$ cat src/design/alp_pkg.sv
package alp_pkg;

  localparam int POOL_ENTRIES = 256;
  localparam int IDX_W = $clog2(POOL_ENTRIES);
  localparam int LIM_W = (IDX_W + 1 > 9) ? IDX_W + 1 : 9;

  localparam logic [31:0] BASE_ADDRESS_RST = 32'hC0A8_0102;
  localparam logic [31:0] LEASE_EXTEND_RST = 32'd86400;
  localparam logic [31:0] EXPIRY_WINDOW_RST = 32'd43200;
  localparam logic [8:0] ALLOC_LIMIT_RST = 9'd254;

  typedef enum logic [1:0] {
    REG_BASE_ADDRESS = 2'd0,
    REG_LEASE_EXTEND = 2'd1,
    REG_EXPIRY_WINDOW = 2'd2,
    REG_ALLOC_LIMIT = 2'd3
  } reg_index_t;

  typedef enum logic [1:0] {
    STAT_FREE = 2'd0,
    STAT_TAKEN = 2'd1,
    STAT_PROG = 2'd2
  } status_t;

  typedef enum logic [1:0] {
    OC_RENEW = 2'd0,
    OC_NEW = 2'd1,
    OC_FULL = 2'd2,
    OC_SWEPT = 2'd3
  } outcome_t;

  typedef enum logic {
    FN_REQUEST = 1'b0,
    FN_SWEEP = 1'b1
  } func_t;

  typedef enum logic [1:0] {
    S_IDLE,
    S_SCAN,
    S_ALLOC,
    S_EMIT
  } state_t;

  typedef struct packed {
    logic [0:0] func;
    logic [47:0] client_mac;
    logic [31:0] now_seconds;
  } in_word_t;

  typedef struct packed {
    logic [1:0] outcome;
    logic [7:0] entry_index;
    logic [31:0] lease_address;
    logic [8:0] freed_count;
  } out_word_t;

  typedef struct packed {
    logic [31:0] base_address;
    logic [31:0] lease_extend;
    logic [31:0] expiry_window;
    logic [8:0] alloc_limit;
  } cfg_t;

  typedef struct packed {
    status_t status;
    logic [47:0] client;
    logic [31:0] stamp;
  } entry_t;

  typedef struct packed {
    logic we;
    logic [IDX_W-1:0] waddr;
    entry_t wdata;
    logic [IDX_W-1:0] raddr;
  } mem_req_t;

endpackage

$ cat src/design/alp_ctrl.sv
module alp_ctrl
  import alp_pkg::*;
(
  input  logic      clk,
  input  logic      rst,
  input  cfg_t      cfg,
  input  logic      in_valid,
  input  in_word_t  in_word,
  output logic      busy,
  output logic      res_valid,
  input  logic      res_take,
  output out_word_t res_word,
  output mem_req_t  mem_req,
  input  entry_t    mem_rdata
);

  state_t state, state_next;
  logic [IDX_W-1:0] idx, idx_next;
  func_t func;
  logic [47:0] mac;
  logic [31:0] now;
  logic have_free, have_free_next;
  logic [IDX_W-1:0] free_idx, free_idx_next;
  logic [8:0] freed, freed_next;
  out_word_t res, res_next;

  logic is_free;
  logic last;
  logic hit;
  logic below_limit;
  logic due;
  logic [32:0] due_sum;
  logic [31:0] addr_sum;

  always_ff @(posedge clk) begin
    if (rst) begin
      state <= S_IDLE;
    end else begin
      state <= state_next;
    end
  end

  always_ff @(posedge clk) begin
    idx <= idx_next;
    have_free <= have_free_next;
    free_idx <= free_idx_next;
    freed <= freed_next;
    res <= res_next;
    if (state == S_IDLE && in_valid) begin
      func <= func_t'(in_word.func);
      mac <= in_word.client_mac;
      now <= in_word.now_seconds;
    end
  end

  assign is_free = (mem_rdata.status == STAT_FREE);
  assign last = (idx == IDX_W'(POOL_ENTRIES - 1));
  assign hit = !is_free && (mem_rdata.client == mac);
  assign below_limit = (LIM_W'(idx) < LIM_W'(cfg.alloc_limit));
  assign due_sum = {1'b0, mem_rdata.stamp} + {1'b0, cfg.expiry_window};
  assign due = (due_sum <= {1'b0, now});
  assign addr_sum = cfg.base_address + 32'(state == S_ALLOC ? free_idx : idx);

  assign busy = (state != S_IDLE);
  assign res_valid = (state == S_EMIT);
  assign res_word = res;

  always_comb begin
    state_next = state;
    idx_next = idx;
    have_free_next = have_free;
    free_idx_next = free_idx;
    freed_next = freed;
    res_next = res;
    mem_req.we = 1'b0;
    mem_req.waddr = idx;
    mem_req.wdata = mem_rdata;
    mem_req.raddr = idx + IDX_W'(1);

    unique case (state)
      S_IDLE: begin
        mem_req.raddr = '0;
        if (in_valid) begin
          idx_next = '0;
          have_free_next = 1'b0;
          freed_next = '0;
          state_next = S_SCAN;
        end
      end
      S_SCAN: begin
        idx_next = idx + IDX_W'(1);
        if (func == FN_SWEEP) begin
          if (!is_free && due) begin
            mem_req.we = 1'b1;
            mem_req.wdata.status = STAT_FREE;
            if (freed != 9'h1FF) begin
              freed_next = freed + 9'd1;
            end
          end
          if (last) begin
            res_next.outcome = OC_SWEPT;
            res_next.entry_index = '0;
            res_next.lease_address = '0;
            res_next.freed_count = freed_next;
            state_next = S_EMIT;
          end
        end else if (hit) begin
          mem_req.we = 1'b1;
          mem_req.wdata.status = STAT_TAKEN;
          mem_req.wdata.stamp = mem_rdata.stamp + cfg.lease_extend;
          res_next.outcome = OC_RENEW;
          res_next.entry_index = 8'(idx);
          res_next.lease_address = addr_sum;
          res_next.freed_count = '0;
          state_next = S_EMIT;
        end else begin
          if (is_free && below_limit && !have_free) begin
            have_free_next = 1'b1;
            free_idx_next = idx;
          end
          if (last) begin
            if (have_free_next) begin
              state_next = S_ALLOC;
            end else begin
              res_next.outcome = OC_FULL;
              res_next.entry_index = '0;
              res_next.lease_address = '0;
              res_next.freed_count = '0;
              state_next = S_EMIT;
            end
          end
        end
      end
      S_ALLOC: begin
        mem_req.we = 1'b1;
        mem_req.waddr = free_idx;
        mem_req.wdata.status = STAT_PROG;
        mem_req.wdata.client = mac;
        mem_req.wdata.stamp = now;
        res_next.outcome = OC_NEW;
        res_next.entry_index = 8'(free_idx);
        res_next.lease_address = addr_sum;
        res_next.freed_count = '0;
        state_next = S_EMIT;
      end
      S_EMIT: begin
        if (res_take) begin
          state_next = S_IDLE;
        end
      end
      default: begin
        state_next = S_IDLE;
      end
    endcase
  end

endmodule

$ cat config.mk
export PLATFORM = sky130hd
export DESIGN_NAME = alp_ctrl
export DESIGN_NICKNAME = d
export VERILOG_FILES = /design/src/design/alp_pkg.sv /design/src/design/alp_ctrl.sv
export SDC_FILE = /design/constraint.sdc
export NUM_CORES = 1
export LEC_CHECK = 0
export BUFFER_PORTS_ARGS = -buffer_cell sky130_fd_sc_hd__clkbuf_2
export CAP_MARGIN = 25
export CORE_MARGIN = 4
export CORE_UTILIZATION = 25
export DETAILED_ROUTE_END_ITERATION = 6
export PLACE_DENSITY = 0.54
export SYNTH_ARGS = -nofsm -noshare
export SYNTH_HDL_FRONTEND = slang
export SYNTH_SLANG_ARGS = --single-unit
$ cat constraint.sdc
create_clock -name clk -period 9.6 [get_ports clk]
set_clock_uncertainty 0.05 [all_clocks]
set_input_delay 0.96 -clock clk [delete_from_list [all_inputs] [get_ports clk]]
set_output_delay 0.96 -clock clk [all_outputs]
set_load 0.02 [all_outputs]
==> results.toml, run 1 <==
[worst_setup_path]
endpoint_type_of_the_worst_setup_path = "output port"
worst_r2r_endpoint = "res_word[35]"
path_class = "primary input to output port"
required_ns = 8.59
cp_slowest_cell = "sky130_fd_sc_hd__o21ai_0"
arrival_ns = 6.34
critPathMaxStageDelay_ns = 0.51
rrSetupSlack_ns = 5.20
worst-r2r-cell-count = 15
setup.worst_path.start_class = "primary input"
setup.worst_path.start = "mem_rdata[0]"
cp_max_fo = 4
worstReg2RegStart = "state[0]"

[worst_hold_path]
worstHoldPathCells = 2
min_path_type = "flip-flop to flip-flop"
hold_ep = "state[0]"
min-delay-start = "state[0]"

[route]
via_count = 11400
first_pass_iters = 5
post_drt_via_cell_ratio = 4.82
routedWlPerCell_um = 19.7
detail_route.drc_violations = 0
route.final.wire_length_um = 46400
route.antenna.remaining_nets = 0
drt_iter0_drc = 680

[timing]
worst_slew_pin_slew_ns = 1.03
setup_viol_count_final = 0
final_max_slew_viol_count = 0
achievable-frequency_mhz = 136
timing.final.crit_period_ns = 7.35
fin_setup_tns_ns = 0
timing.final.crit_share = 0.766
slew-limit-headroom = 0.316
final_hold_viol_count = 0
rsz_0062_raised_after_global_routing = "false"

[cts]
tritoncts.num_buffers = 17
clk_pin_slew_ns = 0.07
ctsHtreeMaxLevel = 4
clkSinkCount = 160
clock_tree.root_cell = "sky130_fd_sc_hd__clkbuf_16"
cts_tree = "done"
hold_buffers = 0
cts.repair.resized = 0
cts_buffer_depth = 2
worst_skew_pair.late_latency_ns = 0.49
cts_post_setup_buffers_inserted = 0

[power_and_ir_drop]
max_ir_drop_vdd_v = 0.000122
power.density_nw_per_um2 = 265
total_power_uw = 4220
total_leakage_power_uw = 0.00700

[layout]
nNetsFinal = 2070
syn2layout_area_growth_pct = 28.2
finalNonFillerCells = 2357
fill_cell_instance_count_of_the_final_layout = 5126
drive_above_1_share = 0.318

[logic_synthesis]
synthFlopType = "sky130_fd_sc_hd__edfxtp_1"
post-synth-top-area-cell = "sky130_fd_sc_hd__edfxtp_1"
ys_async_sr_fraction = 0
synth_seq_area_share = 0.386
synth_top_cells_by_area = "sky130_fd_sc_hd__edfxtp_1, sky130_fd_sc_hd__ha_1, sky130_fd_sc_hd__xnor2_1, sky130_fd_sc_hd__mux2_2, sky130_fd_sc_hd__a21oi_1"
synth-seq-cells = 160
synthCells = 1266
synth-edff-count = 158
yosysWarnings = 0
mappedNetlistArea_um2 = 12400
synth_cell_type_count = 70
synth_nets = 1657
synth.top_cell.area_share = 0.382
syn-mean-instance-area_um2 = 9.80

[die]
ioPinCount = 424
rows = 81
initial_utilization = 0.253
die_w_um = 231
core_um2 = 49000
die-height_um = 231
fp.dieArea_um2 = 53300

[placed_design]
gp_routability_congestion = 0.900
dp_cells = 2323
hpwlAfterDp_um = 37300
port-buffer-count = 423

[flow_run]
maxCapViolations = 0

[global_routing]
number_of_antenna_violations_at_the_first_check_in_global_routing = 3
wire_length_of_the_first_global_routing_pass_um = 68200
total_overflow_reported_by_the_global_router = 0
grt_max_degree = 63
vias_in_the_first_global_route = 11300
grt_use_total = 0.169

[outcome]
run_status = "completed"
metrics by stage:
| stage | setup WS, ns | hold slack [ns] | area (µm²) | util |
|---|---|---|---|---|
| 4_1_cts | 2.30 | 0.504 | 15900 | 0.324 |
| 6_report | 2.25 | 0.505 | 15900 | 0.325 |
| 3_5_place_dp | 2.33 | 0.496 | 15300 | 0.313 |
| 3_3_place_gp | 2.43 | 0.480 | 15300 | 0.313 |
| 5_1_grt | 1.94 | 0.533 | 15900 | 0.325 |
| 2_1_floorplan | 3.10 | 0.455 | 12400 | - |
final cells by class:
type / instances / area (µm²) / area share
clock buffers: 18 / 429 / 0.0270
well taps: 664 / 831 / 0.0522
inverters: 80 / 300 / 0.0189
repair buffers: 432 / 2200 / 0.139
multi-input cells: 988 / 7210 / 0.453
clock inverters: 14 / 149 / 0.00936
flip-flops and latches: 160 / 4780 / 0.301
diodes: 1 / 2.50 / 0.000157
routing by layer:
metal | part of all wire | track usage
met1 | 0.45 | 0.219
met2 | 0.47 | 0.276
met3 | 0.068 | 0.0428
met4 | 0.020 | 0.0575
met5 | 0.00028 | 0
registers in the layout, indices dropped and copies added, names as in the netlist:
signal     flops
now           32
mac           48
func           1
res_word      51
state          2
have_free      1
free_idx       8
freed          9
idx            8
logic make-up (layout without fill, tap and decap cells):
kind of cell | count (synthesis) | in the layout | synth area share
and+or+nand+nor | 345 | 345 | 0.138
AOI/OAI and AO/OA | 334 | 334 | 0.172
other | 0 | 1 | 0
muxes | 61 | 61 | 0.0549
adders and majority gates | 119 | 119 | 0.122
xor gates and xnor gates | 129 | 129 | 0.0911
buffers and inverters | 118 | 544 | 0.0364
DFF | 160 | 160 | 0.386
synthesized netlist by cell type (3+ instances only):
cell type and instances:
sky130_fd_sc_hd__a21o_1 48, sky130_fd_sc_hd__or4_1 4, sky130_fd_sc_hd__nor4_1 7, sky130_fd_sc_hd__nor2_1 96, sky130_fd_sc_hd__a21oi_1 103, sky130_fd_sc_hd__nor2b_1 13
sky130_fd_sc_hd__or3_1 12, sky130_fd_sc_hd__and2_1 16, sky130_fd_sc_hd__inv_1 80, sky130_fd_sc_hd__buf_1 5, sky130_fd_sc_hd__and4_1 4, sky130_fd_sc_hd__edfxtp_1 158
sky130_fd_sc_hd__a211oi_1 10, sky130_fd_sc_hd__fa_1 3, sky130_fd_sc_hd__nand3_1 23, sky130_fd_sc_hd__clkbuf_1 31, sky130_fd_sc_hd__ha_1 116, sky130_fd_sc_hd__o21bai_1 12
sky130_fd_sc_hd__nand4_1 32, sky130_fd_sc_hd__a22oi_1 24, sky130_fd_sc_hd__o21ai_1 9, sky130_fd_sc_hd__mux2i_1 5, sky130_fd_sc_hd__and3_1 15, sky130_fd_sc_hd__nor3_1 18
sky130_fd_sc_hd__a31oi_1 8, sky130_fd_sc_hd__o21a_1 13, sky130_fd_sc_hd__o31ai_1 5, sky130_fd_sc_hd__xor2_1 32, sky130_fd_sc_hd__nand2b_1 12, sky130_fd_sc_hd__xnor2_1 97
sky130_fd_sc_hd__o211ai_1 5, sky130_fd_sc_hd__or2_2 4, sky130_fd_sc_hd__nand2_1 78, sky130_fd_sc_hd__mux2_2 56, sky130_fd_sc_hd__o21ai_0 65, sky130_fd_sc_hd__a211o_1 3
cells in the final DEF, fill, tap and decap left out, types with 13 or more instances in the layout:
| cell type | netlist | layout |
|---|---|---|
| sky130_fd_sc_hd__ha_1 | 116 | 115 |
| sky130_fd_sc_hd__nand2_1 | 78 | 78 |
| sky130_fd_sc_hd__clkbuf_16 | 0 | 17 |
| sky130_fd_sc_hd__and3_1 | 15 | 15 |
| sky130_fd_sc_hd__nand3_1 | 23 | 23 |
| sky130_fd_sc_hd__o21a_1 | 13 | 13 |
| sky130_fd_sc_hd__nor2b_1 | 13 | 13 |
| sky130_fd_sc_hd__clkbuf_2 | 0 | 423 |
| sky130_fd_sc_hd__xor2_1 | 32 | 32 |
| sky130_fd_sc_hd__a22oi_1 | 24 | 24 |
| sky130_fd_sc_hd__and2_1 | 16 | 16 |
| sky130_fd_sc_hd__inv_1 | 80 | 80 |
| sky130_fd_sc_hd__nor3_1 | 18 | 18 |
| sky130_fd_sc_hd__xnor2_1 | 97 | 97 |
| sky130_fd_sc_hd__a21oi_1 | 103 | 103 |
| sky130_fd_sc_hd__o21ai_0 | 65 | 65 |
| sky130_fd_sc_hd__mux2_2 | 56 | 56 |
| sky130_fd_sc_hd__nand4_1 | 32 | 32 |
| sky130_fd_sc_hd__nor2_1 | 96 | 94 |
| sky130_fd_sc_hd__edfxtp_1 | 158 | 158 |
| sky130_fd_sc_hd__a21o_1 | 48 | 48 |
critical path: cells and delay by family:
| family | cells | cell delay [ns] |
|---|---|---|
| AOI/OAI and AO/OA | 13 | 3.33 |
| and+or+nand+nor | 5 | 0.64 |
| adders and majority gates | 3 | 0.85 |
| buffers and inverters | 3 | 0.39 |
| xor gates and xnor gates | 1 | 0.15 |
power breakdown:
part | switching [µW] | internal [µW]
sequential | 155 | 1130
clock | 340 | 365
combinational | 1460 | 768
worst max path at each step:
| stage | slack, ns | end |
|---|---|---|
| 2_1_floorplan | 3.10 | res_word[0] |
| 3_3_place_gp | 2.43 | mem_req[98] |
| 3_5_place_dp | 2.33 | mem_req[98] |
| 4_1_cts | 2.30 | mem_req[98] |
| 5_1_grt | 1.94 | mem_req[98] |
| 6_report | 2.25 | mem_req[98] |
(Power assumes the default switching activity.)
==> run 2, diff against run 1 <==
--- a/config.mk
+++ b/config.mk
@@ -5,12 +5,13 @@
 export SDC_FILE = /design/constraint.sdc
 export NUM_CORES = 1
 export LEC_CHECK = 0
+export ABC_AREA = 1
 export BUFFER_PORTS_ARGS = -buffer_cell sky130_fd_sc_hd__clkbuf_2
 export CAP_MARGIN = 25
 export CORE_MARGIN = 4
 export CORE_UTILIZATION = 25
 export DETAILED_ROUTE_END_ITERATION = 6
-export PLACE_DENSITY = 0.54
+export PLACE_DENSITY = 0.55
 export SYNTH_ARGS = -nofsm -noshare
 export SYNTH_HDL_FRONTEND = slang
 export SYNTH_SLANG_ARGS = --single-unit
==> constraint.sdc (replaced) <==
create_clock -name clk -period 6.13 [get_ports clk]
set_clock_uncertainty 0.05 [all_clocks]
set_input_delay 0.613 -clock clk [delete_from_list [all_inputs] [get_ports clk]]
set_output_delay 0.613 -clock clk [all_outputs]
set_load 0.02 [all_outputs]
==> run 2 against run 1 <==
Effect of this change: core utilization is 0.65 points lower; final area grew 7.5%; largest power group unchanged; highest routed layer is now met4; non-clock buffer count is 6 higher; first-iteration DRC count increased by 48%; setup slack worse by 1.6 ns; via count grew 26%.
==> results.toml, run 2 <==
[power_and_ir_drop]
total_leakage_power_uw = 0.00812
net_sw_frac = 0.509
p_seq_frac = 0.267
power.share.combinational = 0.573
power.density_nw_per_um2 = 411
internal_power_uw = 3450
max_ir_drop_vdd_v = 0.000212
clockPowerShare = 0.160
switching_power_uw = 3580

[worst_setup_path]
cp.buffers_inverters = 2
cp_max_fo = 9
worstReg2RegStart = "state[0]"
path_class = "primary input to output port"
arrival_ns = 4.80
cp_slowest_cell = "sky130_fd_sc_hd__ha_1"
critPathMaxStageDelay_ns = 0.35
worst_path_most_repeated_cell = "sky130_fd_sc_hd__nand2_1"
critPathTopFamily = "simple AND/OR/NAND/NOR gates"
setup.worst_path.start = "mem_rdata[2]"
setup.worst_path.start_class = "primary input"
required_ns = 5.47
endpoint_type_of_the_worst_setup_path = "output port"

[route]
drt_iter0_drc = 1003
route.antenna.remaining_nets = 0
via_count = 14300
post_drt_via_cell_ratio = 4.92
detail_route.drc_violations = 0
route.final.wire_length_um = 57400
routedWlPerCell_um = 19.7
first_pass_iters = 6

[timing]
setup_viol_count_final = 0
timing.final.crit_share = 0.891
timing.final.crit_period_ns = 5.46
fin_setup_tns_ns = 0
final_max_slew_viol_count = 0
achievable-frequency_mhz = 183
timing.hold.ws_ns = 0.252
final_hold_viol_count = 0
slew-limit-headroom = 0.444
worst_slew_pin_slew_ns = 0.825
rsz_0062_raised_after_global_routing = "false"

[logic_synthesis]
synth_top_cells_by_area = "sky130_fd_sc_hd__edfxtp_1, sky130_fd_sc_hd__nand2_1, sky130_fd_sc_hd__ha_1, sky130_fd_sc_hd__a21oi_1, sky130_fd_sc_hd__inv_1"
synth.top_cell.area_share = 0.350
post_synth_most_frequent_cells = "sky130_fd_sc_hd__nand2_1, sky130_fd_sc_hd__inv_1, sky130_fd_sc_hd__a21oi_1"
synthFlopType = "sky130_fd_sc_hd__edfxtp_1"
mappedNetlistArea_um2 = 13600
yosysWarnings = 0
synth_seq_area_share = 0.353
synth_cell_type_count = 53
syn-mean-instance-area_um2 = 7.64
synthCells = 1775
synth_nets = 2166
synth-edff-count = 158
post-synth-top-area-cell = "sky130_fd_sc_hd__edfxtp_1"
ys_async_sr_fraction = 0
synth-seq-cells = 160
synthMostInstantiatedCell = "sky130_fd_sc_hd__nand2_1"

[placed_design]
gp_routability_congestion = 0.969
dp_cells = 2869
hpwlAfterDp_um = 48600
detailed_place.area_um2 = 16500
port-buffer-count = 423

[layout]
finish.instance_area_um2 = 17100
syn2layout_area_growth_pct = 26.2
finalNonFillerCells = 2905
drive_above_1_share = 0.244
fin_util = 0.319
mostFrequentLayoutCells = "sky130_fd_sc_hd__clkbuf_2, sky130_fd_sc_hd__nand2_1, sky130_fd_sc_hd__inv_1, sky130_fd_sc_hd__a21oi_1, sky130_fd_sc_hd__edfxtp_1"
most_frequent_standard_cell_in_the_layout_excluding_fill_and_tap_cells = "sky130_fd_sc_hd__clkbuf_2"
nNetsFinal = 2584
number_of_flip_flops_under_the_largest_register_name = 51

[die]
die_w_um = 241
ioPinCount = 424
initial_utilization = 0.252
die-height_um = 241
fp.dieArea_um2 = 58000
rows = 85
core_um2 = 53700

[global_routing]
vias_in_the_first_global_route = 14000
global_route_met2_utilization = 0.321
number_of_antenna_violations_at_the_first_check_in_global_routing = 3
met1_usage = 0.254
grt_most_used_layer = "met2"
total_overflow_reported_by_the_global_router = 0
grt_use_met3 = 0.0335
grt_max_degree = 77
wire_length_of_the_first_global_routing_pass_um = 83400
grt_use_total = 0.192

[cts]
cts_buffer_depth = 2
clk_pin_slew_ns = 0.08
hold_buffers = 0
ctsHtreeMaxLevel = 4
cts_post_setup_buffers_inserted = 0
clkSinkCount = 160
cts_tree = "done"
clock_tree.root_cell = "sky130_fd_sc_hd__clkbuf_16"
worst_skew_pair.late_latency_ns = 0.48
cts.repair.resized = 0
tritoncts.num_buffers = 17

[worst_hold_path]
min_path_type = "primary input to flip-flop"
min-delay-start = "in_word[62]"

[outcome]
run_status = "completed"

[flow_run]
maxCapViolations = 0
==> run 2: path summary, 6_finish.rpt <==
check / endpoint / slack (ns) / depth (start not counted)
min reg2reg: free_idx[5] / 0.49 / 0
min: mac[30] / 0.25 / 1
max reg2reg: res_word[35] / 2.17 / 18
max: mem_req[89] / 0.67 / 26
==> run 2: per-layer routing <==
layer / part of all wire / routed length [µm] / vias to the layer above
met5: 0 / 0 / -
met4: 0.022 / 1270 / 0
met3: 0.064 / 3670 / 69
met2: 0.48 / 27300 / 551
met1: 0.44 / 25200 / 6752
li1: - / - / 6926
==> run 2: layout make-up <==
class / count / area, µm²
Fill cell: 5770 / 36600
Multi-Input combinational cell: 1354 / 7780
Sequential cell: 160 / 4780
Timing Repair Buffer: 438 / 2230
Tap cell: 696 / 871
Inverter: 222 / 835
Clock buffer: 17 / 425
Clock inverter: 15 / 176
Antenna cell: 3 / 7.51
==> run 2: cell families (layout without fill, tap and decap cells) <==
family | after synthesis | count (layout) | synth area share
other cells | 0 | 3 | 0
flops | 160 | 160 | 0.353
mux | 1 | 1 | 0.000739
fa+ha+maj | 119 | 119 | 0.112
xor+xnor | 87 | 87 | 0.0562
compound gates | 397 | 397 | 0.163
buf+inv | 261 | 692 | 0.0751
simple gates | 750 | 750 | 0.240
==> run 2: per-stage QoR <==
stage	setup WS, ns	total power, µW
floorplan	1.18	4390
global placement	0.690	5900
detailed placement	0.699	5930
CTS	0.698	7090
global route	0.296	7500
finish	0.667	7030
==> run 2: power by group through the flow <==
stage / clock (µW) / combinational (µW) / sequential, µW
after floorplan: 0 / 2300 / 2090
after global placement: 0 / 4010 / 1900
after detailed placement: 0 / 4020 / 1910
after CTS: 1170 / 4040 / 1880
after global routing: 1200 / 4390 / 1920
final: 1130 / 4030 / 1880
==> run 3, diff against run 2 <==
--- a/config.mk
+++ b/config.mk
@@ -8,10 +8,13 @@
 export ABC_AREA = 1
 export BUFFER_PORTS_ARGS = -buffer_cell sky130_fd_sc_hd__clkbuf_2
 export CAP_MARGIN = 25
+export CELL_PAD_IN_SITES_DETAIL_PLACEMENT = 1
+export CELL_PAD_IN_SITES_GLOBAL_PLACEMENT = 2
 export CORE_MARGIN = 4
 export CORE_UTILIZATION = 25
 export DETAILED_ROUTE_END_ITERATION = 6
-export PLACE_DENSITY = 0.55
+export PLACE_DENSITY = 0.83
+export SKIP_CTS_REPAIR_TIMING = 1
 export SYNTH_ARGS = -nofsm -noshare
 export SYNTH_HDL_FRONTEND = slang
 export SYNTH_SLANG_ARGS = --single-unit
==> run 3 against run 2 <==
Effect of this change: combinational power is essentially flat; critical path depth grew 4; clock-buffer cell count grew 2; setup slack lost 0.11 ns; die area is the same; total power shrank 0.74%; first-iteration DRC count shrank 36%; largest cell class unchanged; final area shrank 0.40%; flip-flop and latch count is the same; global-route usage grew 0.81 points; critical path type unchanged.
==> results.toml, run 3 (synthesized netlist as in run 2, its figures left out) <==
[die]
core_um2 = 53700
fp.dieArea_um2 = 58000
ioPinCount = 424
rows = 85
die_w_um = 241
die-height_um = 241
initial_utilization = 0.252

[placed_design]
port-buffer-count = 423
gp_routability_congestion = 0.905
hpwlAfterDp_um = 50600
place_worst_setup_slack_ns = 0.548

[power_and_ir_drop]
internal_power_uw = 3400
power.density_nw_per_um2 = 410
net_sw_frac = 0.513
switching_power_uw = 3580
p_seq_frac = 0.271
total_leakage_power_uw = 0.00809
power.share.combinational = 0.580
max_ir_drop_vdd_v = 0.000199
clockPowerShare = 0.149

[cts]
clock_tree.root_cell = "sky130_fd_sc_hd__clkbuf_16"
clk_pin_slew_ns = 0.08
cts_tree = "done"
clkSinkCount = 160
tritoncts.num_buffers = 17
cts_buffer_depth = 2
ctsHtreeMaxLevel = 4
worst_skew_pair.late_latency_ns = 0.46

[route]
via_count = 14100
routedWlPerCell_um = 20.6
first_pass_iters = 5
detail_route.drc_violations = 0
post_drt_via_cell_ratio = 4.87
route.final.wire_length_um = 60000
drt_iter0_drc = 637
route.antenna.remaining_nets = 0

[timing]
setup_viol_count_final = 0
slew-limit-headroom = 0.341
fin_setup_tns_ns = 0
achievable-frequency_mhz = 179
worst_slew_pin_slew_ns = 0.987
finalWorstSetupSlack_ns = 0.553
rsz_0062_raised_after_global_routing = "false"
final_hold_viol_count = 0
final_max_slew_viol_count = 0
timing.final.crit_period_ns = 5.58
timing.final.crit_share = 0.910

[flow_run]
maxCapViolations = 0

[global_routing]
total_overflow_reported_by_the_global_router = 0
grt_use_total = 0.200
grt_max_degree = 75
number_of_antenna_violations_at_the_first_check_in_global_routing = 4
wire_length_of_the_first_global_routing_pass_um = 88100
vias_in_the_first_global_route = 14800

[layout]
area_occupied_by_multi_input_gates_um2 = 7780
most_frequent_standard_cell_in_the_layout_excluding_fill_and_tap_cells = "sky130_fd_sc_hd__clkbuf_2"
nNetsFinal = 2583
drive_above_1_share = 0.243
syn2layout_area_growth_pct = 25.7
register_area_um2 = 4780
fill_cell_instance_count_of_the_final_layout = 6757
mostFrequentLayoutCells = "sky130_fd_sc_hd__clkbuf_2, sky130_fd_sc_hd__nand2_1, sky130_fd_sc_hd__inv_1, sky130_fd_sc_hd__a21oi_1, sky130_fd_sc_hd__edfxtp_1"
number_of_flip_flops_under_the_largest_register_name = 51

[worst_setup_path]
cp.buffers_inverters = 4
critPathMaxStageDelay_ns = 0.40
cp_slowest_cell = "sky130_fd_sc_hd__fa_1"
path_class = "primary input to output port"
required_ns = 5.47
setup.worst_path.start_class = "primary input"
cp_max_fo = 9
endpoint_type_of_the_worst_setup_path = "output port"
worst_path_most_repeated_cell = "sky130_fd_sc_hd__nand2_1"
critPathTopFamily = "simple AND/OR/NAND/NOR gates"
arrival_ns = 4.91

[worst_hold_path]
min_path_type = "primary input to flip-flop"

[outcome]
run_status = "completed"
==> run 3: cell count changes in the layout (fill, tap and decap cells not counted), sizes merged <==
cell,previous run,this run
inv,227,226
bufinv,1,0
clkbuf,440,442
diode,3,5
buf,15,14
==> run 3: worst reg2reg max path, delay by kind of cell, from the launching register on <==
| family | cells | cell delay, ns |
|---|---|---|
| AND/OR/NAND/NOR | 1 | 0.73 |
| buffers and inverters | 4 | 1.92 |
| adder cells (fa/ha/maj) | 1 | 0.49 |
| AO/OA/AOI/OAI | 2 | 0.35 |
| flip-flops | 1 | 0.35 |
==> run 3: layout make-up <==
class | instances | area share
Clock inverter | 13 | 0.00609
Antenna cell | 5 | 0.000734
Multi-Input combinational cell | 1354 | 0.456
Inverter | 222 | 0.0490
Tap cell | 696 | 0.0511
Clock buffer | 19 | 0.0254
Timing Repair Buffer | 437 | 0.130
Sequential cell | 160 | 0.281
==> run 3: per-layer routing <==
layer	global-route usage	vias up	part of all wire
li1	-	6898	-
met1	0.260	6823	0.45
met2	0.353	371	0.49
met3	0.0250	52	0.043
met4	0.0530	2	0.018
met5	0	-	0.00022
==> run 3: final timing paths <==
kind	from	to	slack [ns]	cells after the start
hold / removal	in_word[70]	mac[38]	0.27	1
hold reg to reg	idx[1]	free_idx[1]	0.49	0
setup / recovery	mem_rdata[0]	mem_req[89]	0.55	30
setup reg to reg	state[0]	res_word[28]	2.12	8
==> run 3: power groups by stage <==
stage	registers [µW]	clock network [µW]	logic (µW)
after floorplan	2090	0	2300
after global placement	1910	0	4020
after detailed placement	1920	0	4080
after CTS	1900	1070	4090
after global routing	1930	1110	4430
final	1890	1040	4050
==> run 3: through the flow <==
step                      utilization  total power [µW]  cells  hold slack (ns)  instance area, µm²
after floorplan                     -              4390   1775            0.428               13600
after global placement          0.307              5930   2867            0.465               16500
after detailed placement        0.307              5990   2868            0.472               16500
after CTS                       0.317              7060   2900            0.242               17000
after global routing            0.317              7470   2904            0.250               17000
final                           0.317              6980   2906            0.274               17000
